[src/hw/rtl/sahs_pkg.sv]
// Shared types, codes and reset constants for the servo action/hold sequencer.
`timescale 1ns / 1ps

package sahs_pkg;

  // Configuration port geometry
  localparam int unsigned CfgIdxW  = 3;
  localparam int unsigned CfgDataW = 16;

  localparam int unsigned AngleW = 8;
  localparam int unsigned TicksW = 16;

  // Register reset values
  localparam logic [AngleW-1:0] StandbyAngleRst = 8'd90;
  localparam logic [AngleW-1:0] ClosedAngleRst  = 8'd0;
  localparam logic [AngleW-1:0] OpenAngleRst    = 8'd180;
  localparam logic [AngleW-1:0] SosAngleRst     = 8'd135;
  localparam logic [TicksW-1:0] CurtainHoldRst  = 16'd1000;
  localparam logic [TicksW-1:0] SosHoldRst      = 16'd1000;
  localparam logic [TicksW-1:0] StopHoldRst     = 16'd500;

  // Register indexes on the configuration port
  typedef enum logic [CfgIdxW-1:0] {
    CFG_STANDBY_ANGLE  = 3'd0,
    CFG_CLOSED_ANGLE   = 3'd1,
    CFG_OPEN_ANGLE     = 3'd2,
    CFG_SOS_ANGLE      = 3'd3,
    CFG_CURTAIN_HOLD   = 3'd4,
    CFG_SOS_HOLD       = 3'd5,
    CFG_STOP_HOLD      = 3'd6
  } cfg_idx_e;

  // Input command codes
  typedef enum logic [1:0] {
    CMD_TICK    = 2'd0,
    CMD_CURTAIN = 2'd1,
    CMD_HELP    = 2'd2
  } in_cmd_e;

  // Latched command
  typedef enum logic [1:0] {
    HELD_NONE  = 2'd0,
    HELD_CLOSE = 2'd1,
    HELD_OPEN  = 2'd2,
    HELD_HELP  = 2'd3
  } held_cmd_e;

  // Sequencer phase
  typedef enum logic [1:0] {
    PH_IDLE     = 2'd0,
    PH_MOVING   = 2'd1,
    PH_STOPPING = 2'd2
  } phase_e;

  typedef struct packed {
    logic [AngleW-1:0] rest_angle;
    logic [AngleW-1:0] close_angle;
    logic [AngleW-1:0] open_angle;
    logic [AngleW-1:0] help_angle;
    logic [TicksW-1:0] curtain_hold_ticks;
    logic [TicksW-1:0] sos_hold_ticks;
    logic [TicksW-1:0] stop_hold_ticks;
  } cfg_t;

  typedef struct packed {
    logic [1:0] cmd;
    logic       enable_flag;
    logic       condition;
  } item_t;

  typedef struct packed {
    logic [AngleW-1:0] servo_angle;
    logic              angle_written;
    logic              drive_attached;
    logic              moving;
    logic [1:0]        held_command;
  } result_t;

endpackage

[src/hw/rtl/sahs_in_if.sv]
// Input channel interface: one request or tick per transaction.
`timescale 1ns / 1ps

interface sahs_in_if;
  logic       valid;
  logic       ready;
  logic [1:0] cmd;
  logic       enable_flag;
  logic       condition;

  modport source (output valid, output cmd, output enable_flag, output condition,
                  input ready);
  modport sink   (input valid, input cmd, input enable_flag, input condition,
                  output ready);
endinterface

[src/hw/rtl/sahs_out_if.sv]
// Result channel interface: servo status after each input transaction.
`timescale 1ns / 1ps

interface sahs_out_if;
  logic       valid;
  logic       ready;
  logic [7:0] servo_angle;
  logic       angle_written;
  logic       drive_attached;
  logic       moving;
  logic [1:0] held_command;

  modport source (output valid, output servo_angle, output angle_written,
                  output drive_attached, output moving, output held_command,
                  input ready);
  modport sink   (input valid, input servo_angle, input angle_written,
                  input drive_attached, input moving, input held_command,
                  output ready);
endinterface

[src/hw/rtl/sahs_cfg.sv]
// Configuration register file for angles and hold times.
`timescale 1ns / 1ps

module sahs_cfg
  import sahs_pkg::*;
(
  input  logic                clk_i,
  input  logic                rst_ni,
  input  logic                cfg_we_i,
  input  logic [CfgIdxW-1:0]  cfg_idx_i,
  input  logic [CfgDataW-1:0] cfg_wdata_i,
  output cfg_t                cfg_o
);

  cfg_t cfg_d, cfg_q;

  // Decode the write; indexes past the list are dropped
  always_comb begin
    cfg_d = cfg_q;
    if (cfg_we_i) begin
      case (cfg_idx_e'(cfg_idx_i))
        CFG_STANDBY_ANGLE: cfg_d.rest_angle         = cfg_wdata_i[AngleW-1:0];
        CFG_CLOSED_ANGLE:  cfg_d.close_angle        = cfg_wdata_i[AngleW-1:0];
        CFG_OPEN_ANGLE:    cfg_d.open_angle         = cfg_wdata_i[AngleW-1:0];
        CFG_SOS_ANGLE:     cfg_d.help_angle         = cfg_wdata_i[AngleW-1:0];
        CFG_CURTAIN_HOLD:  cfg_d.curtain_hold_ticks = cfg_wdata_i[TicksW-1:0];
        CFG_SOS_HOLD:      cfg_d.sos_hold_ticks     = cfg_wdata_i[TicksW-1:0];
        CFG_STOP_HOLD:     cfg_d.stop_hold_ticks    = cfg_wdata_i[TicksW-1:0];
        default: ;
      endcase
    end
  end

  always_ff @(posedge clk_i or negedge rst_ni) begin
    if (!rst_ni) begin
      cfg_q.rest_angle         <= StandbyAngleRst;
      cfg_q.close_angle        <= ClosedAngleRst;
      cfg_q.open_angle         <= OpenAngleRst;
      cfg_q.help_angle         <= SosAngleRst;
      cfg_q.curtain_hold_ticks <= CurtainHoldRst;
      cfg_q.sos_hold_ticks     <= SosHoldRst;
      cfg_q.stop_hold_ticks    <= StopHoldRst;
    end else begin
      cfg_q <= cfg_d;
    end
  end

  assign cfg_o = cfg_q;

endmodule

[src/hw/rtl/sahs_core.sv]
// Sequencer state and its registered update for one transaction.
`timescale 1ns / 1ps

module sahs_core
  import sahs_pkg::*;
(
  input  logic    clk_i,
  input  logic    rst_ni,
  input  logic    step_i,
  input  item_t   item_i,
  input  cfg_t    cfg_i,
  output result_t result_o
);

  phase_e            phase_d, phase_q;
  held_cmd_e         held_d, held_q;
  logic [TicksW-1:0] remain_d, remain_q;
  logic              attached_d, attached_q;
  logic [AngleW-1:0] angle_d, angle_q;
  logic              wrote;

  // Request decode
  logic              do_launch, do_standby;
  held_cmd_e         launch_cmd;
  logic [AngleW-1:0] launch_angle;
  logic [TicksW-1:0] launch_hold;
  logic [TicksW-1:0] remain_dec;

  always_comb begin
    do_launch    = 1'b0;
    do_standby   = 1'b0;
    launch_cmd   = HELD_CLOSE;
    launch_angle = cfg_i.close_angle;
    launch_hold  = cfg_i.curtain_hold_ticks;
    case (in_cmd_e'(item_i.cmd))
      CMD_CURTAIN: begin
        if (!item_i.enable_flag) begin
          do_standby = 1'b1;
        end else begin
          do_launch = 1'b1;
          if (!item_i.condition) begin
            launch_cmd   = HELD_OPEN;
            launch_angle = cfg_i.open_angle;
          end
        end
      end
      CMD_HELP: begin
        launch_cmd   = HELD_HELP;
        launch_angle = cfg_i.help_angle;
        launch_hold  = cfg_i.sos_hold_ticks;
        if (item_i.enable_flag && item_i.condition) begin
          do_launch = 1'b1;
        end else if (held_q == HELD_HELP) begin
          do_standby = 1'b1;
        end
      end
      default: ;
    endcase
  end

  // Saturating countdown for ticks
  assign remain_dec = (remain_q != '0) ? remain_q - TicksW'(1) : '0;

  // Next state
  always_comb begin
    phase_d    = phase_q;
    held_d     = held_q;
    remain_d   = remain_q;
    attached_d = attached_q;
    angle_d    = angle_q;
    wrote      = 1'b0;

    if (in_cmd_e'(item_i.cmd) == CMD_TICK) begin
      remain_d = remain_dec;
      if (remain_dec == '0) begin
        case (phase_q)
          PH_MOVING: begin
            attached_d = 1'b1;
            angle_d    = cfg_i.rest_angle;
            wrote      = 1'b1;
            phase_d    = PH_STOPPING;
            remain_d   = cfg_i.stop_hold_ticks;
          end
          PH_STOPPING: begin
            attached_d = 1'b0;
            phase_d    = PH_IDLE;
          end
          default: ;
        endcase
      end
    end else if (do_launch) begin
      // a repeat of the latched command is ignored
      if (held_q != launch_cmd) begin
        held_d     = launch_cmd;
        attached_d = 1'b1;
        angle_d    = launch_angle;
        wrote      = 1'b1;
        phase_d    = PH_MOVING;
        remain_d   = launch_hold;
      end
    end else if (do_standby) begin
      if (held_q == HELD_NONE) begin
        if (phase_q == PH_IDLE) begin
          attached_d = 1'b0;
        end
      end else begin
        held_d     = HELD_NONE;
        attached_d = 1'b1;
        angle_d    = cfg_i.rest_angle;
        wrote      = 1'b1;
        phase_d    = PH_STOPPING;
        remain_d   = cfg_i.stop_hold_ticks;
      end
    end
  end

  always_ff @(posedge clk_i or negedge rst_ni) begin
    if (!rst_ni) begin
      phase_q    <= PH_STOPPING;
      held_q     <= HELD_NONE;
      remain_q   <= StopHoldRst;
      attached_q <= 1'b1;
      angle_q    <= StandbyAngleRst;
    end else if (step_i) begin
      phase_q    <= phase_d;
      held_q     <= held_d;
      remain_q   <= remain_d;
      attached_q <= attached_d;
      angle_q    <= angle_d;
    end
  end

  // Result reflects the state after this transaction
  assign result_o.servo_angle    = angle_d;
  assign result_o.angle_written  = wrote;
  assign result_o.drive_attached = attached_d;
  assign result_o.moving         = (phase_d == PH_MOVING);
  assign result_o.held_command   = held_d;

endmodule

[src/hw/rtl/servo_action_hold_sequencer.sv]
// Top level of the servo action/hold sequencer: input and result registers.
`timescale 1ns / 1ps

// Servo action/hold sequencer. Each input transaction is a 1 ms tick, a
// curtain request or a help request, and yields exactly one result with the
// commanded angle, whether a new angle was written, the drive attach state,
// the moving flag and the latched command. One transaction is accepted per
// clock cycle; each passes the input register, then the state update into
// the result register, which offers the result, and the rate is held as
// long as the result side takes one result per cycle. The user must write
// configuration through cfg_we_i/cfg_idx_i/cfg_wdata_i only while no
// transaction is in flight; the block itself does not enforce this. Indexes
// past the register list are ignored. After reset the servo stands at 90
// degrees with the drive attached and releases it after 500 ticks.
module servo_action_hold_sequencer
  import sahs_pkg::*;
(
  input  logic                clk_i,
  input  logic                rst_ni,
  sahs_in_if.sink             in_i,
  sahs_out_if.source          out_o,
  input  logic                cfg_we_i,
  input  logic [CfgIdxW-1:0]  cfg_idx_i,
  input  logic [CfgDataW-1:0] cfg_wdata_i
);

  cfg_t    cfg;
  item_t   item_q;
  logic    in_vld_q;
  result_t res_d, res_q;
  logic    out_vld_q;
  logic    out_free, advance;

  sahs_cfg u_cfg (
    .clk_i       (clk_i),
    .rst_ni      (rst_ni),
    .cfg_we_i    (cfg_we_i),
    .cfg_idx_i   (cfg_idx_i),
    .cfg_wdata_i (cfg_wdata_i),
    .cfg_o       (cfg)
  );

  // Pipeline handshake
  assign out_free   = !out_vld_q || out_o.ready;
  assign advance    = in_vld_q && out_free;
  assign in_i.ready = !in_vld_q || advance;

  // Input register
  always_ff @(posedge clk_i or negedge rst_ni) begin
    if (!rst_ni) begin
      in_vld_q <= 1'b0;
    end else if (in_i.ready) begin
      in_vld_q <= in_i.valid;
    end
  end

  always_ff @(posedge clk_i) begin
    if (in_i.ready && in_i.valid) begin
      item_q.cmd         <= in_i.cmd;
      item_q.enable_flag <= in_i.enable_flag;
      item_q.condition   <= in_i.condition;
    end
  end

  sahs_core u_core (
    .clk_i    (clk_i),
    .rst_ni   (rst_ni),
    .step_i   (advance),
    .item_i   (item_q),
    .cfg_i    (cfg),
    .result_o (res_d)
  );

  // Result register
  always_ff @(posedge clk_i or negedge rst_ni) begin
    if (!rst_ni) begin
      out_vld_q <= 1'b0;
    end else if (out_free) begin
      out_vld_q <= in_vld_q;
    end
  end

  always_ff @(posedge clk_i) begin
    if (advance) begin
      res_q <= res_d;
    end
  end

  assign out_o.valid          = out_vld_q;
  assign out_o.servo_angle    = res_q.servo_angle;
  assign out_o.angle_written  = res_q.angle_written;
  assign out_o.drive_attached = res_q.drive_attached;
  assign out_o.moving         = res_q.moving;
  assign out_o.held_command   = res_q.held_command;

endmodule

[src/flat_wrapper.sv]
// flat-port wrapper written by rule: the top's interface ports become plain ports
module servo_action_hold_sequencer_flat import sahs_pkg::*;
  (clk_i, rst_ni, cfg_we_i, cfg_idx_i, cfg_wdata_i, in_i_valid, in_i_cmd, in_i_enable_flag, in_i_condition, in_i_ready, out_o_valid, out_o_servo_angle, out_o_angle_written, out_o_drive_attached, out_o_moving, out_o_held_command, out_o_ready);
  sahs_in_if in_i_i ();
  sahs_out_if out_o_i ();
  input  logic clk_i;
  input  logic rst_ni;
  input  logic cfg_we_i;
  input  logic [CfgIdxW-1:0] cfg_idx_i;
  input  logic [CfgDataW-1:0] cfg_wdata_i;
  input wire logic [$bits(in_i_i.valid)-1:0] in_i_valid;
  input wire logic [$bits(in_i_i.cmd)-1:0] in_i_cmd;
  input wire logic [$bits(in_i_i.enable_flag)-1:0] in_i_enable_flag;
  input wire logic [$bits(in_i_i.condition)-1:0] in_i_condition;
  output wire logic [$bits(in_i_i.ready)-1:0] in_i_ready;
  output wire logic [$bits(out_o_i.valid)-1:0] out_o_valid;
  output wire logic [$bits(out_o_i.servo_angle)-1:0] out_o_servo_angle;
  output wire logic [$bits(out_o_i.angle_written)-1:0] out_o_angle_written;
  output wire logic [$bits(out_o_i.drive_attached)-1:0] out_o_drive_attached;
  output wire logic [$bits(out_o_i.moving)-1:0] out_o_moving;
  output wire logic [$bits(out_o_i.held_command)-1:0] out_o_held_command;
  input wire logic [$bits(out_o_i.ready)-1:0] out_o_ready;
  assign in_i_i.valid = in_i_valid;
  assign in_i_i.cmd = in_i_cmd;
  assign in_i_i.enable_flag = in_i_enable_flag;
  assign in_i_i.condition = in_i_condition;
  assign in_i_ready = in_i_i.ready;
  assign out_o_valid = out_o_i.valid;
  assign out_o_servo_angle = out_o_i.servo_angle;
  assign out_o_angle_written = out_o_i.angle_written;
  assign out_o_drive_attached = out_o_i.drive_attached;
  assign out_o_moving = out_o_i.moving;
  assign out_o_held_command = out_o_i.held_command;
  assign out_o_i.ready = out_o_ready;
  servo_action_hold_sequencer u_core (.clk_i(clk_i), .rst_ni(rst_ni), .in_i(in_i_i), .out_o(out_o_i), .cfg_we_i(cfg_we_i), .cfg_idx_i(cfg_idx_i), .cfg_wdata_i(cfg_wdata_i));
endmodule
[config.mk]
export PLATFORM = sky130hd
export DESIGN_NAME = servo_action_hold_sequencer_flat
export DESIGN_NICKNAME = d
export VERILOG_FILES = /design/src/hw/rtl/sahs_pkg.sv /design/src/hw/rtl/sahs_in_if.sv /design/src/hw/rtl/sahs_out_if.sv /design/src/hw/rtl/sahs_cfg.sv /design/src/hw/rtl/sahs_core.sv /design/src/hw/rtl/servo_action_hold_sequencer.sv /design/src/flat_wrapper.sv
export SDC_FILE = /design/constraint.sdc
export NUM_CORES = 1
export LEC_CHECK = 0
export BUFFER_PORTS_ARGS = -buffer_cell sky130_fd_sc_hd__buf_2
export CORE_MARGIN = 3
export CORE_UTILIZATION = 55
export DETAILED_ROUTE_END_ITERATION = 8
export PLACE_DENSITY = 0.73
export SYNTH_ARGS = -nofsm -noshare
export SYNTH_HDL_FRONTEND = slang
export SYNTH_HIERARCHICAL = 1
export SYNTH_SLANG_ARGS = --single-unit
[constraint.sdc]
create_clock -name clk_i -period 3.66 [get_ports clk_i]
set_input_delay 0.732 -clock clk_i [delete_from_list [all_inputs] [get_ports clk_i]]
set_output_delay 0.732 -clock clk_i [all_outputs]
set_load 0.01 [all_outputs]
Word-level counts from Yosys, hierarchy flattened:

Index checks and enable logic that the tools add are counted.

* flip-flop bits (word level): 128
* output and inout port bits: 15
* bits of input ports: 28
* logic and storage cells: 116

* mux-type cells: 56
* reductions and logical operators: 22
* equality and inequality tests: 15
* add/subtract/negate cells: 1

Operators by type and width (count)
* $mux W16: 9
* $mux W8: 9
* $mux W2: 13
* $mux W1: 19
* $logic_not A16 Y1: 1
* $pmux W8 S2: 1
* $reduce_bool A16 Y1: 1
* $sub A16 B1 Y16 const B: 1
* $reduce_and A2 Y1: 7
* $eq A3 B3 Y1 const B: 3
* $pmux W2 S2: 2
* $eq A2 B1 Y1 const B: 3
* $eq A2 B2 Y1 const B: 3
* $eq A3 B2 Y1 const B: 2
* $logic_not A2 Y1: 3
* $pmux W1 S2: 3
* $reduce_and A4 Y1: 1
* $eq A3 B1 Y1 const B: 1
* $logic_and A1 B1 Y1: 3
* $logic_not A3 Y1: 1
* $ne A3 B1 Y1 const B: 1
* $ne A3 B3 Y1 const B: 1
* $reduce_bool A3 Y1: 1
* $logic_not A1 Y1: 2
* other kinds (2): 3

Depth between registers and ports, before layout:

Gate-level depths: netlist (run 1).

* word-level depth: 8
* depth in mapped cells: 13
* gate-level depth less buffers: 9

Hierarchy:

Netlist (run 1), hierarchy kept.

By module, submodules not included
* sahs_core: sequential area each 740.7 um2, times used 1, cells an instance 431, area an instance 3328.2 um2
* sahs_cfg: sequential area each 2039.5 um2, times used 1, cells an instance 177, area an instance 3164.3 um2
* servo_action_hold_sequencer: sequential area each 560.5 um2, times used 1, cells an instance 25, area an instance 614.3 um2

Worst setup path after synthesis (run 1):

Ideal clock, no wire load.

* kind: reg-to-reg
* start: register u_core.u_core.remain_q[0]
* end: register u_core.res_q, in the netlist u_core/out_o.servo_angle[1], data pin
* period minus slack after synthesis: 3.029 ns
* data required time: 3.395 ns
* buffers on the path: 1
* arrival time: 2.763 ns
* slack: 0.631 ns
* cell stages (with the launch flop): 11
* library setup time: 0.265 ns
* path through: dfrtp_1 -> inv_1 -> ha_1 -> or4b_4 -> buf_6 -> xnor2_1 -> o31a_1 -> o41ai_1 -> nand3_1 -> and3_1 -> or3_1

RTL lines
* start, declared: RTL line sahs_core.sv:17 `logic [TicksW-1:0] remain_d, remain_q;`
* start signal, assigned: RTL line sahs_core.sv:121 `remain_q <= StopHoldRst;`
* start signal, assigned: RTL line sahs_core.sv:127 `remain_q <= remain_d;`
* end signal, assigned: RTL line servo_action_hold_sequencer.sv:85 `res_q <= res_d;`
* end, declared: RTL line servo_action_hold_sequencer.sv:30 `result_t res_d, res_q;`

==> summary by stage, run 1 <==
Power
The clock network burns 33.0% of the power. The power density over the cells is 650.9 mW/mm². Summed over all nets, the switching power comes to 1.563 mW.

Cell internal power was estimated by the tool at 3.629 mW. Of the total power, registers draw 43.8%. The share of power burned in combinational logic is 23.2%. The worst voltage drop across the vdd grid is 0.0003454 V. The switching part of the total power is 30.10%. In this run the static leakage power is 3.273 nW.

Setup path
The worst setup path is captured at a register. At the worst endpoint, the arrival time is 3.52 ns. The highest net fanout along the worst path is 7.

The startpoint-to-endpoint class of the critical path is reg2reg. The category of the worst setup path launch point is a register. For the worst setup path, the data required time is 3.82 ns.

Hold path
The class of the worst hold path is in2reg.

Die
For this configuration, the core starts out at a cell density of 57.72%. From left edge to right edge, the die measures 119.7 µm. In this run the core area contains 40 standard-cell rows. The die height is 119.7 µm. The die covers 0.01432 mm².

The area of the core is 0.01231 mm². The I/O pin count is 43.

STA
The final critical path time including I/O delays and setup is 3.364 ns. Setup violations remaining at the end of the flow were counted as 0. Dividing the final minimum period by the clock period gives 91.92%. The least setup slack across all paths after layout is 0.2959 ns. Summed over all failing endpoints, the final setup total negative slack is 0 ns. The highest attainable clock frequency is 0.2973 GHz. The number of endpoints with negative hold slack in the final report is 0. The number of pins with negative max-slew slack in the final report is 0. The largest clock skew in the final design is 0.003801 ns. Setup repair after global routing left no endpoint under its margin. The worst relative slew slack is 31.00%.

The measured slew at the worst slew-check pin is 1.035 ns.

Global routing
In the global route stage, overall resource usage came out at 23.91%. The global-route wire length before repair is 26900 µm. The maximum number of pins on one net before global-route repair is 83. The via count of the first global-routing pass is 5031. Summed over all layers, the global routing overflow is 0. The initial antenna violation count is 0.

Clock network
The clock tree root buffer cell is sky130_fd_sc_hd__clkbuf_16. The clock latency at the later pin of the worst-skew pair is 0.42 ns. The maximum buffer depth of the clock tree is 2. CTS built an H-tree with a depth of 4.

Once the clock tree was built, the resizer swapped 0 gates to a different size. The post-CTS setup repair buffer count is 0. TritonCTS built the clock tree. The number of clock sinks is 128. The number of buffers added by the clock tree synthesis step is 17.

Clock-pin slew was measured on the worst setup and hold paths at 0.06 ns. For this design, the CTS-stage hold fixing added 0 buffers.

Logic synthesis
The synthesized netlist occupies a cell area of 0.007107 mm². The count of yosys warnings during synthesis is 6. Yosys mapped the design onto 76 distinct sky130hd cell types. Counting flops with a built-in enable in the synthesized netlist gives 17. The mean area per synthesized cell is 11.23 µm². In the synthesized netlist the async set-or-reset flop fraction comes to 86.72%. The number of instances in the synthesized netlist is 633.

The register bit total from synthesis is 128. Among all flip-flop cells after synthesis, the most frequent one is sky130_fd_sc_hd__dfrtp_1. Of the synthesized area, sequential elements account for 47.01%. The number of nets in the synthesized netlist is 668.

Cells and area
After filler insertion, the fill cell instance count of the layout stands at 968. 0 antenna diodes ended up in the layout. Measured on the finished design, the core utilization comes to 64.78%. Of the cells placed in the final design, the portion with a size suffix greater than 1 is 34.53%. The sequential cells in the finished layout cover a total of 0.003341 mm². The final layout net count is 691. The synthesis-to-finish area growth is 12.22%.

The multi-input combinational cell area is 0.003451 mm².

Outcome
The run finished with clean final reports.

Route
The detailed-route wire length is 16630 µm. The routed layout has 5224 vias. For this run, design rule violations remaining after detail routing come to 0. The post-detailed-route wirelength per cell is 19.87 µm. The detailed router finished its first iteration with 407 violations. The number of vias per cell is 6.241. The number of iterations in the first detailed-routing pass is 5.

The count of antenna-violating nets left after detailed routing is 0.

Placed design
The congestion estimate from routability-driven global placement came to 0.8759. The number of port buffers is 42. Timing analysis after detailed placement gives a worst setup slack of 0.3377 ns.

Summed over all nets, the half-perimeter wirelength after detailed placement is 11370 µm.

Flow run
The max capacitance violation total is 0.
cell families (layout without fill, tap and decap cells):
logic type               count (synthesis)  count (layout)  synth area share (%)
adder cells (fa/ha/maj)                  7               7                 1.232
flip-flops                             128             128                 47.01
AND/OR/NAND/NOR                        151             151                 12.41
buffers and inverters                   64             100                 4.472
XOR/XNOR                                11              11                 1.356
AO/OA/AOI/OAI                          161             161                 15.92
multiplexers                           111             111                 17.61
metrics by stage:
| step | hold WS, ns | cell area, µm² | std cells | total power [mW] |
|---|---|---|---|---|
| 3_3_place_gp | 0.4865 | 7361 | 805 | 3.389 |
| 2_1_floorplan | 0.4364 | 7107 | 633 | 3.112 |
| 3_5_place_dp | 0.4934 | 7361 | 805 | 3.462 |
| 5_1_grt | 0.4663 | 7975 | 837 | 5.453 |
| 6_report | 0.4861 | 7975 | 837 | 5.191 |
| 4_1_cts | 0.4731 | 7975 | 837 | 5.195 |
per-layer routing:
layer	track usage [%]	share of wire, %	vias up
met4	7.588	1.4	0
met2	34.82	45	167
met5	0	0	-
met1	35.70	48	2623
met3	5.231	5.4	26
li1	-	-	2408
layout by cell type, fill, tap and decap left out, drive strengths merged, types with 15 or more instances in the layout:
cell	count
a22o	15
mux2	82
dfstp	42
nand3	17
a21oi	30
clkbuf	24
buf	55
nand2	26
edfxtp	17
nor2	40
o21ai	33
mux2i	29
dfrtp	69
critical path, stage by stage (launching register included):
cell and delay, ns:
sky130_fd_sc_hd__dfrtp_1 0.40, sky130_fd_sc_hd__inv_1 0.09, sky130_fd_sc_hd__ha_1 0.26, sky130_fd_sc_hd__or4b_4 0.54, sky130_fd_sc_hd__xnor2_1 0.15, sky130_fd_sc_hd__o31a_1 0.26
sky130_fd_sc_hd__o41ai_1 0.46, sky130_fd_sc_hd__nand3_1 0.30, sky130_fd_sc_hd__and3_1 0.28, sky130_fd_sc_hd__or3_1 0.35
power by group through the flow:
| stage | clock network [mW] | registers (mW) | logic (mW) |
|---|---|---|---|
| floorplan | 0 | 2.14 | 0.969 |
| global placement | 0 | 2.25 | 1.14 |
| detailed placement | 0 | 2.28 | 1.18 |
| CTS | 1.74 | 2.26 | 1.20 |
| global route | 1.80 | 2.32 | 1.33 |
| finish | 1.71 | 2.27 | 1.20 |
path summary, 6_finish.rpt:
kind | startpoint | endpoint | slack (ns) | depth (start not counted)
worst max-delay path | u_core/u_core/remain_q[0]$_DFFE_PN0P_ | u_core/out_o.servo_angle[1]$_DFFE_PP_ | 0.30 | 9
worst min-delay path | in_i_condition | u_core/item_q[0]$_DFFE_PP_ | 0.49 | 1
worst max register to register | u_core/u_core/remain_q[0]$_DFFE_PN0P_ | u_core/out_o.servo_angle[1]$_DFFE_PP_ | 0.30 | 9
worst min register to register | u_core/u_cfg/cfg_o[16]$_DFFE_PN0P_ | u_core/u_cfg/cfg_o[16]$_DFFE_PN0P_ | 0.50 | 1
max in group asynchronous | rst_ni | u_core/u_core/attached_q$_DFFE_PN1P_ | 2.24 | 2
min in group asynchronous | rst_ni | u_core/u_cfg/cfg_o[12]$_DFFE_PN0P_ | 0.50 | 1
cells in the mapped netlist (6+ instances only):
library cell / number / area, µm²
sky130_fd_sc_hd__a21oi_1: 30 / 150.1
sky130_fd_sc_hd__nand3_1: 17 / 85.08
sky130_fd_sc_hd__edfxtp_1: 17 / 510.5
sky130_fd_sc_hd__o21ai_0: 28 / 140.1
sky130_fd_sc_hd__buf_2: 14 / 70.07
sky130_fd_sc_hd__clkbuf_1: 25 / 93.84
sky130_fd_sc_hd__mux2_2: 72 / 810.8
sky130_fd_sc_hd__a22o_1: 15 / 131.4
sky130_fd_sc_hd__nor2_1: 40 / 150.1
sky130_fd_sc_hd__mux2i_1: 29 / 290.3
sky130_fd_sc_hd__xnor2_1: 6 / 52.55
sky130_fd_sc_hd__o31ai_1: 7 / 52.55
sky130_fd_sc_hd__a211oi_1: 10 / 75.07
sky130_fd_sc_hd__nand2b_1: 6 / 37.54
sky130_fd_sc_hd__mux2_4: 10 / 150.1
sky130_fd_sc_hd__a31o_2: 6 / 52.55
sky130_fd_sc_hd__a2111oi_0: 7 / 61.31
sky130_fd_sc_hd__and3_1: 9 / 56.30
sky130_fd_sc_hd__a22oi_1: 10 / 75.07
sky130_fd_sc_hd__nor3_1: 13 / 65.06
sky130_fd_sc_hd__buf_6: 6 / 67.56
sky130_fd_sc_hd__and2_1: 6 / 37.54
sky130_fd_sc_hd__ha_1: 7 / 87.58
sky130_fd_sc_hd__nand2_1: 26 / 97.59
sky130_fd_sc_hd__inv_1: 13 / 48.80
sky130_fd_sc_hd__dfstp_2: 42 / 1104
sky130_fd_sc_hd__dfrtp_1: 69 / 1727
sequential cells by signal (all words and copies together) (netlist names):
name,flops
u_core/out_o.held_command,2
u_core/out_o.valid,1
u_core/out_o.servo_angle,8
u_core/in_vld_q,1
u_core/u_core/remain_q,16
u_core/out_o.angle_written,1
u_core/u_core/phase_q,2
u_core/out_o.drive_attached,1
u_core/u_cfg/cfg_o,80
u_core/out_o.moving,1
u_core/u_core/held_q,2
u_core/u_core/attached_q,1
u_core/u_core/angle_q,8
u_core/item_q,4
area by class of cell:
| cell class | instances | area share (%) |
|---|---|---|
| repair buffers | 55 | 3.891 |
| flip-flops and latches | 128 | 41.89 |
| clock inverters | 8 | 1.255 |
| inverters | 13 | 0.6119 |
| clock buffers | 24 | 6.448 |
| well taps | 168 | 2.636 |
| multi-input cells | 441 | 43.27 |
Power figures use the tool's default switching activity.
==> inputs of run 2 (changes only) <==
--- a/config.mk
+++ b/config.mk
@@ -5,6 +5,7 @@
 export SDC_FILE = /design/constraint.sdc
 export NUM_CORES = 1
 export LEC_CHECK = 0
+export ABC_AREA = 1
 export BUFFER_PORTS_ARGS = -buffer_cell sky130_fd_sc_hd__buf_2
 export CORE_MARGIN = 3
 export CORE_UTILIZATION = 55
==> run 2 against run 1 <==
Synthesized area grew 3.9%. Critical path depth is the same. Non-clock buffer count grew 1. Clock skew grew 0.0053 ns. Register-to-register slack gained 0.24 ns. Final cell count grew 49%. Global-route usage grew 4.5 points. Power grew 0.42%. Clock power shrank 7%. Core utilization shrank 0.50 points. Critical path type unchanged. Critical endpoint is now u_core/u_core/remain_q[3]$_DFFE_PN0P_. Largest power group unchanged.
==> summary by stage, run 2 <==
Placed design
The number of port buffers is 42. The final weighted congestion of routability-driven global placement is 0.9163. The wire-length estimate of the detail-placed layout is 13770 µm. The pre-CTS worst setup slack is 0.6538 ns.

Route
The detailed-route wire length is 19890 µm. The count of antenna-violating nets left after detailed routing is 0. The number of design rule violations left after detail routing is 0. The routed layout has 6936 vias. The number of vias per cell is 5.549. The DRC marker count from the first detailed-route iteration is 775. After detailed routing, the average wire length per cell comes to 15.91 µm.

The number of iterations in the first detailed-routing pass is 5.

STA
The measured slew at the worst slew-check pin is 0.7098 ns. On the final layout, the worst clock skew is 0.009112 ns. The number of pins with negative max-slew slack in the final report is 0. Headroom to the max-slew limit came out at 52.63%. Setup violations remaining at the end of the flow were counted as 0. The total negative slack is 0 ns. The number of endpoints with negative hold slack in the final report is 0.

After layout, the worst path uses 85.34% of the clock period. After layout, the worst setup slack is 0.5364 ns. The highest attainable clock frequency is 0.3201 GHz. Setup repair after global routing left no endpoint under its margin. After layout, the minimum clock period comes to 3.124 ns.

Logic synthesis
The synthesized netlist devotes 11.00% of its cell area to compound gates. Counting instances in the post-synthesis netlist gives the leading cell types as 450 x sky130_fd_sc_hd__nand2_1, 97 x sky130_fd_sc_hd__inv_1, 76 x sky130_fd_sc_hd__nand3_1. In the synthesized netlist the dominant register cell turns out to be sky130_fd_sc_hd__dfrtp_1. Synthesis produced a netlist with a net count of 1065. The parity-gate share of the synthesized area counting xor and xnor cells is 0.3560%. The multiplexer share of the synthesized area is 0%. By instance count, the leading cell after synthesis is sky130_fd_sc_hd__nand2_1.

The largest area contributor in the netlist is sky130_fd_sc_hd__dfrtp_1. In this run, synthesis inferred 17 flip-flops with an integrated enable. By area the synthesized netlist is led by sky130_fd_sc_hd__dfrtp_1 23%, sky130_fd_sc_hd__nand2_1 23%, sky130_fd_sc_hd__dfstp_2 15%, sky130_fd_sc_hd__edfxtp_1 6.9%, sky130_fd_sc_hd__nand3_1 5.2%. The synthesized area is 0.007381 mm².

The proportion of register bits with asynchronous set or reset after synthesis is 86.72%. The synthesized netlist contains 35 unique library cells. The mean area per synthesized cell is 7.166 µm². By area, the combinational part of the netlist is dominated by simple AND/OR/NAND/NOR gates. After Yosys synthesis, and, or, nand and nor cells account for 34.11% of the synthesized area. In this run the biggest area consumer among cell types represents 23.39% of the synthesized area.

Counting every instance in the synthesized netlist gives 1030. The share of synthesized area occupied by flip-flops and latches is 45.26%. The register bit total from synthesis is 128. During synthesis, Yosys emitted a total of 6 warnings.

Of the total synthesized cell area, the portion taken by full adders, half adders and majority gates is 1.187%.

Die
For this design the top-level I/O count stands at 43. The effective utilization at floorplan is 57.32%. The number of placement rows is 41. The die width is 121.8 µm. Measured along the y axis, the die boundary spans 121.8 µm.

The area of the core is 0.01288 mm². The floorplan step defined a die boundary enclosing 0.01485 mm².

Clock network
TritonCTS built the clock tree. The clock tree root buffer cell is sky130_fd_sc_hd__clkbuf_16. The number of buffers added by the clock tree synthesis step is 17. In this run the number of H-tree levels came out at 4. The clock transition at the registers of the reported paths is 0.06 ns. In this run, post-CTS hold repair placed 0 buffers. The number of clock sinks is 128. After clock tree synthesis, the repair step resized 0 gates. No sink is reached through more buffers than the 2 on the longest clock path.

The clock latency at the later pin of the worst-skew pair is 0.42 ns. In this run the post-CTS setup repair buffer count came out at 0.

Global routing
The global-route wire length before repair is 33240 µm. The global-route usage over all layers is 28.44%. The via count of the first global-routing pass is 6431. The remaining global-route overflow is 0. The maximum number of pins on one net before global-route repair is 60. The initial antenna violation count is 0.

Setup path
The highest net fanout along the worst path is 12. The category of the worst setup path launch point is a register. STA classifies the critical path endpoint as a register. Data arrives at the worst endpoint at 3.46 ns. The startpoint-to-endpoint class of the critical path is reg2reg. STA puts the critical path data required time at 4.00 ns.

Cells and area
The top cell types in the final layout, fill and taps aside, are 450 x sky130_fd_sc_hd__nand2_1, 97 x sky130_fd_sc_hd__inv_1, 76 x sky130_fd_sc_hd__nand3_1. The synthesis-to-finish area growth is 12.14%. The library cell used most frequently in the layout, excluding fill and tap cells, is sky130_fd_sc_hd__nand2_1.

After the last flow step, the layout net total stands at 1100. The register with the most flip-flops in the layout has 80 of them. The final core utilization is 64.28%. The number of antenna diodes is 0.

Of the cells placed in the final design, the portion with a size suffix greater than 1 is 14.47%.

Outcome
The flow ran to the end, and the final reports show no timing, DRC or antenna violations.

Power
The leakage power figure is 4.203 nW. The design draws 5.213 mW. Power spread over the standard cell area amounts to 629.8 mW/mm². The worst voltage drop across the vdd grid is 0.0003605 V.

Flow run
The max capacitance violation total is 0.

Hold path
The tightest min-delay check is of the in2async type.
run 2: changes by cell type after synthesis, sizes merged, moves of 9 or more:
cell,delta
a22oi,-10
and3,-9
mux2,-82
inv,+87
nor3,-12
mux2i,-29
o21ai,+36
nand2,+431
nand4,+13
a21oi,+20
nand3,+61
nor2,+11
a22o,-13
run 2: area by class of cell:
type,count,area [µm²]
fillers,1174,4599
multi-input cells,760,3447
flip-flops and latches,128,3341
clock buffers,22,485.5
inverters,102,382.9
repair buffers,56,330.3
well taps,172,215.2
clock inverters,10,75.07
run 2: logic make-up (layout without fill, tap and decap cells):
| group | after synthesis | count (layout) |
|---|---|---|
| AOI/OAI and AO/OA | 148 | 148 |
| buffers and inverters | 142 | 190 |
| and+or+nand+nor | 602 | 602 |
| DFF | 128 | 128 |
| adders and majority gates | 7 | 7 |
| xor gates and xnor gates | 3 | 3 |
run 2: power breakdown:
group / internal [mW] / switching, mW
registers: 1.87 / 0.280
clock network: 0.946 / 0.647
logic: 0.484 / 0.983
run 2: worst paths after layout:
check                                                         from                                    end  slack, ns  cells after the start
worst max register to register          u_core/item_q[2]$_DFFE_PP_  u_core/u_core/remain_q[3]$_DFFE_PN0P_       0.54                      9
worst max-delay path                    u_core/item_q[2]$_DFFE_PP_  u_core/u_core/remain_q[3]$_DFFE_PN0P_       0.54                      9
min in group clk_i              u_core/u_cfg/cfg_o[40]$_DFFE_PN1P_     u_core/u_cfg/cfg_o[40]$_DFFE_PN1P_       0.47                      2
worst min-delay path                                        rst_ni     u_core/u_cfg/cfg_o[14]$_DFFE_PN0P_       0.37                      1
max in group asynchronous                                   rst_ni  u_core/u_core/remain_q[2]$_DFFE_PN1P_       2.48                      2
worst min register to register  u_core/u_cfg/cfg_o[40]$_DFFE_PN1P_     u_core/u_cfg/cfg_o[40]$_DFFE_PN1P_       0.47                      2
run 2: layer usage:
layer | track usage [%] | wire length, µm | vias up
met5 | 0 | 0 | -
met4 | 6.303 | 176 | 0
met3 | 5.896 | 1727 | 18
met2 | 41.54 | 8400 | 303
met1 | 43.78 | 9585 | 3254
li1 | - | - | 3361
run 2: per-stage QoR:
| stage | hold WS, ns | std cells | cell area (µm²) |
|---|---|---|---|
| floorplan | 0.4364 | 1030 | 7381 |
| global placement | 0.4514 | 1218 | 7716 |
| detailed placement | 0.4539 | 1218 | 7716 |
| CTS | 0.3911 | 1250 | 8277 |
| global route | 0.4154 | 1250 | 8277 |
| finish | 0.3687 | 1250 | 8277 |
run 2: critical path: stages, from the launching register on:
cell                       delay [ns]
sky130_fd_sc_hd__edfxtp_1        0.35
sky130_fd_sc_hd__inv_1           0.06
sky130_fd_sc_hd__ha_1            0.49
sky130_fd_sc_hd__nand3_1         0.21
sky130_fd_sc_hd__nor2_1          0.58
sky130_fd_sc_hd__clkinv_1        0.59
sky130_fd_sc_hd__buf_4           0.34
sky130_fd_sc_hd__a21oi_1         0.17
sky130_fd_sc_hd__a211oi_1        0.07
sky130_fd_sc_hd__a21oi_1         0.17
==> inputs of run 3 (changes only) <==
--- a/config.mk
+++ b/config.mk
@@ -10,7 +10,9 @@
 export CORE_MARGIN = 3
 export CORE_UTILIZATION = 55
 export DETAILED_ROUTE_END_ITERATION = 8
+export GPL_TIMING_DRIVEN = 0
 export PLACE_DENSITY = 0.73
+export SETUP_SLACK_MARGIN = 0.2
 export SYNTH_ARGS = -nofsm -noshare
 export SYNTH_HDL_FRONTEND = slang
 export SYNTH_HIERARCHICAL = 1
==> run 3 against run 2 <==
Core utilization increased by 1.3 points. Sequential power is essentially flat. Sequential share of layout area shrank 0.78 points. Die area unchanged. Via count fell by 1.3%. Critical path depth increased by 6. Clock-buffer cell count rose by 3. Maximum frequency is 3.8% lower. Worst hold slack lost 0.061 ns. Critical path type unchanged.
==> summary by stage, run 3 (synthesized netlist as in run 2, its figures left out) <==
Clock network
The clock reaches the later pin of the worst-skew pair after 0.43 ns. Buffers added to address setup during post-CTS repair amount to 0. The clock transition at the registers of the reported paths is 0.06 ns.

The number of gates resized after CTS was 0. The number of hold buffers added after CTS was 0. TritonCTS built the clock tree. The H-tree generated during clock tree synthesis spans 4 levels.

The maximum buffer depth of the clock tree is 2. Clock tree synthesis selected as its root buffer the cell sky130_fd_sc_hd__clkbuf_16. Counting the buffers created by CTS gives 17. The tree built by TritonCTS fans out to 128 sinks.

Placed design
Once placement finished, the instance area stood at 0.007836 mm². The number of port buffers is 42. The half-perimeter wire length after detailed placement is 13600 µm. The pre-CTS worst setup slack is 0.2010 ns. The final weighted congestion of routability-driven global placement is 0.9549.

Setup path
The longest individual stage delay on the worst path is 0.46 ns. The cell repeated most along the worst path is sky130_fd_sc_hd__nand2_1. The data arrival time of the critical path is 3.54 ns. In this run the worst path has a maximum fanout of 10. The sort of element at the end of the critical path is a register. The slack of the worst reg-to-reg path is 0.41 ns. The startpoint-to-endpoint class of the critical path is reg2reg. At the worst endpoint, the required time is 3.95 ns. The category of the worst setup path launch point is a register. The slowest cell on the critical path is sky130_fd_sc_hd__a211oi_1.

The signal on the critical path passes through inv_1, ha_1, buf_2, clkinv_1, nand2_1, nand2_1, xor2_1, inv_1, nand2_1, nand2_1, nand2_1, nand2_1, clkbuf_1, a211oi_1, a21oi_1.

Route
The count of antenna-violating nets left after detailed routing is 0. The detailed-route wire length is 19270 µm. Across all layers, the routed design uses 6847 vias. The detailed router finished its first iteration with 493 violations.

The post-detailed-route wirelength per cell is 15.09 µm. The number of vias per cell is 5.362. The number of design rule violations left after detail routing is 0. The number of iterations in the first detailed-routing pass is 6.

Die
The floorplan step set the die width to 121.8 µm. The floorplan step defined a die boundary enclosing 0.01485 mm². The region available for standard cell placement spans 0.01288 mm².

The initial utilization of the core area, before any placement, comes to 57.32%. In this run the count of I/O pins placed on the die edge is 43. The number of placement rows is 41. The die is 121.8 µm tall.

Cells and area
Relative to the synthesized area, the layout overhead comes to 14.36%. The post-route netlist has 14.30% of its cells at a drive strength greater than 1. Measured on the finished design, the core utilization comes to 65.55%. The library cell used most frequently in the layout, excluding fill and tap cells, is sky130_fd_sc_hd__nand2_1. The final layout net count is 1127. The repair_antennas step left the layout with diodes totalling 0. The finished cells cover 0.008441 mm².

In the layout the commonest cells are 450 x sky130_fd_sc_hd__nand2_1, 97 x sky130_fd_sc_hd__inv_1, 76 x sky130_fd_sc_hd__nand3_1. The filler cells instantiated in the layout total 1171. The register with the most flip-flops in the layout has 80 of them.

Power
The worst voltage drop across the vdd grid is 0.0003830 V. The design internal power is 3.465 mW. Summed over all nets, the switching power comes to 1.868 mW. The leakage power figure is 4.279 nW. Power comes to 5.333 mW. The clock power share is 32.5%. The proportion of power drawn by flip-flops and latches is 40.0%.

In this run the power density over the cells is 631.9 mW/mm². The switching part of the total power is 35.02%. Of the total power, combinational logic draws 27.6%.

Global routing
The initial antenna violation count is 0. The global-route usage over all layers is 27.64%. The first global-routing pass estimated 31860 µm of wire.

The via count of the first global-routing pass came to 6185. The remaining global-route overflow is 0. The met3 track demand over resource is 5.710%. The met2 layer usage reported by global route is 40.44%. met1 is the most crowded layer. Entering global routing, the biggest net connects 69 pins. The routing usage on met1 is 41.49%.

STA
Setup violations remaining at the end of the flow were counted as 0. Measured against its own limit, the worst slew margin works out to 11.43%. The number of endpoints with negative hold slack in the final report is 0. The largest clock skew in the final design is 0.008492 ns. Summed over all failing endpoints, the final setup total negative slack is 0 ns. Across all setup checks in the final design, the least slack found is 0.4123 ns. Dividing the final minimum period by the clock period gives 88.74%. At the pin with the least slew margin, the transition time is 1.329 ns. Setup repair after global routing left no endpoint under its margin.

The final critical path time including I/O delays and setup is 3.248 ns. Timing would allow up to 0.3079 GHz. The number of pins with negative max-slew slack in the final report is 0.

Hold path
The path class of the tightest hold or removal check is in2async.

Outcome
The flow ran to the end, and the final reports show no timing, DRC or antenna violations.

Flow run
The max capacitance violation total is 0.
==> run 3: cell types whose count changed in the layout (fill, tap and decap cells not counted), sizes merged <==
cell and change:
bufinv +2, inv -1, clkinv -4, buf +5, clkbuf +25
==> run 3: area by class of cell <==
type / instances / area (µm²) / area share (%)
repair buffers: 43 / 240.2 / 2.846
well taps: 172 / 215.2 / 2.550
inverters: 102 / 382.9 / 4.536
plain buffers: 40 / 214.0 / 2.535
clock buffers: 25 / 506.7 / 6.004
multi-input cells: 760 / 3443 / 40.79
flip-flops and latches: 128 / 3341 / 39.58
clock inverters: 7 / 97.59 / 1.156
==> run 3: routing by layer <==
layer  share of wire [%]  up-vias
li1                    -     3423
met1                  49     3140
met2                  43      248
met3                 6.6       36
met4                 1.9        0
met5                   0        -
==> run 3: worst max-delay path: cells and delay by family (launching register included) <==
family	cells	cell delay, ns
compound gates	2	0.59
xor+xnor	1	0.15
fa+ha+maj	1	0.14
simple gates	6	0.85
buf+inv	5	0.98
flops	1	0.39
==> run 3: worst paths after layout <==
| kind | from | end | cells after the start |
|---|---|---|---|
| max | u_core/item_q[2]$_DFFE_PP_ | u_core/u_core/remain_q[11]$_DFFE_PN0P_ | 15 |
| min | rst_ni | u_core/u_core/remain_q[13]$_DFFE_PN0P_ | 1 |
| max reg2reg | u_core/item_q[2]$_DFFE_PP_ | u_core/u_core/remain_q[11]$_DFFE_PN0P_ | 15 |
| min reg2reg | u_core/u_cfg/cfg_o[61]$_DFFE_PN1P_ | u_core/u_cfg/cfg_o[61]$_DFFE_PN1P_ | 2 |
| max in group asynchronous | rst_ni | u_core/u_cfg/cfg_o[63]$_DFFE_PN1P_ | 2 |
| min in group clk_i | u_core/u_cfg/cfg_o[61]$_DFFE_PN1P_ | u_core/u_cfg/cfg_o[61]$_DFFE_PN1P_ | 2 |
==> run 3: stage by stage <==
step | instances | hold WS (ns)
3_5_place_dp | 1245 | 0.4524
4_1_cts | 1277 | 0.3188
5_1_grt | 1277 | 0.3488
3_3_place_gp | 1244 | 0.4499
6_report | 1277 | 0.3078
2_1_floorplan | 1030 | 0.4364
==> run 3: power groups by stage <==
| stage | Sequential (mW) | Combinational (mW) | Clock (mW) |
|---|---|---|---|
| global placement | 2.14 | 1.39 | 0 |
| detailed placement | 2.14 | 1.43 | 0 |
| CTS | 2.13 | 1.45 | 1.76 |
| floorplan | 2.08 | 1.06 | 0 |
| global route | 2.18 | 1.69 | 1.82 |
| finish | 2.13 | 1.47 | 1.73 |
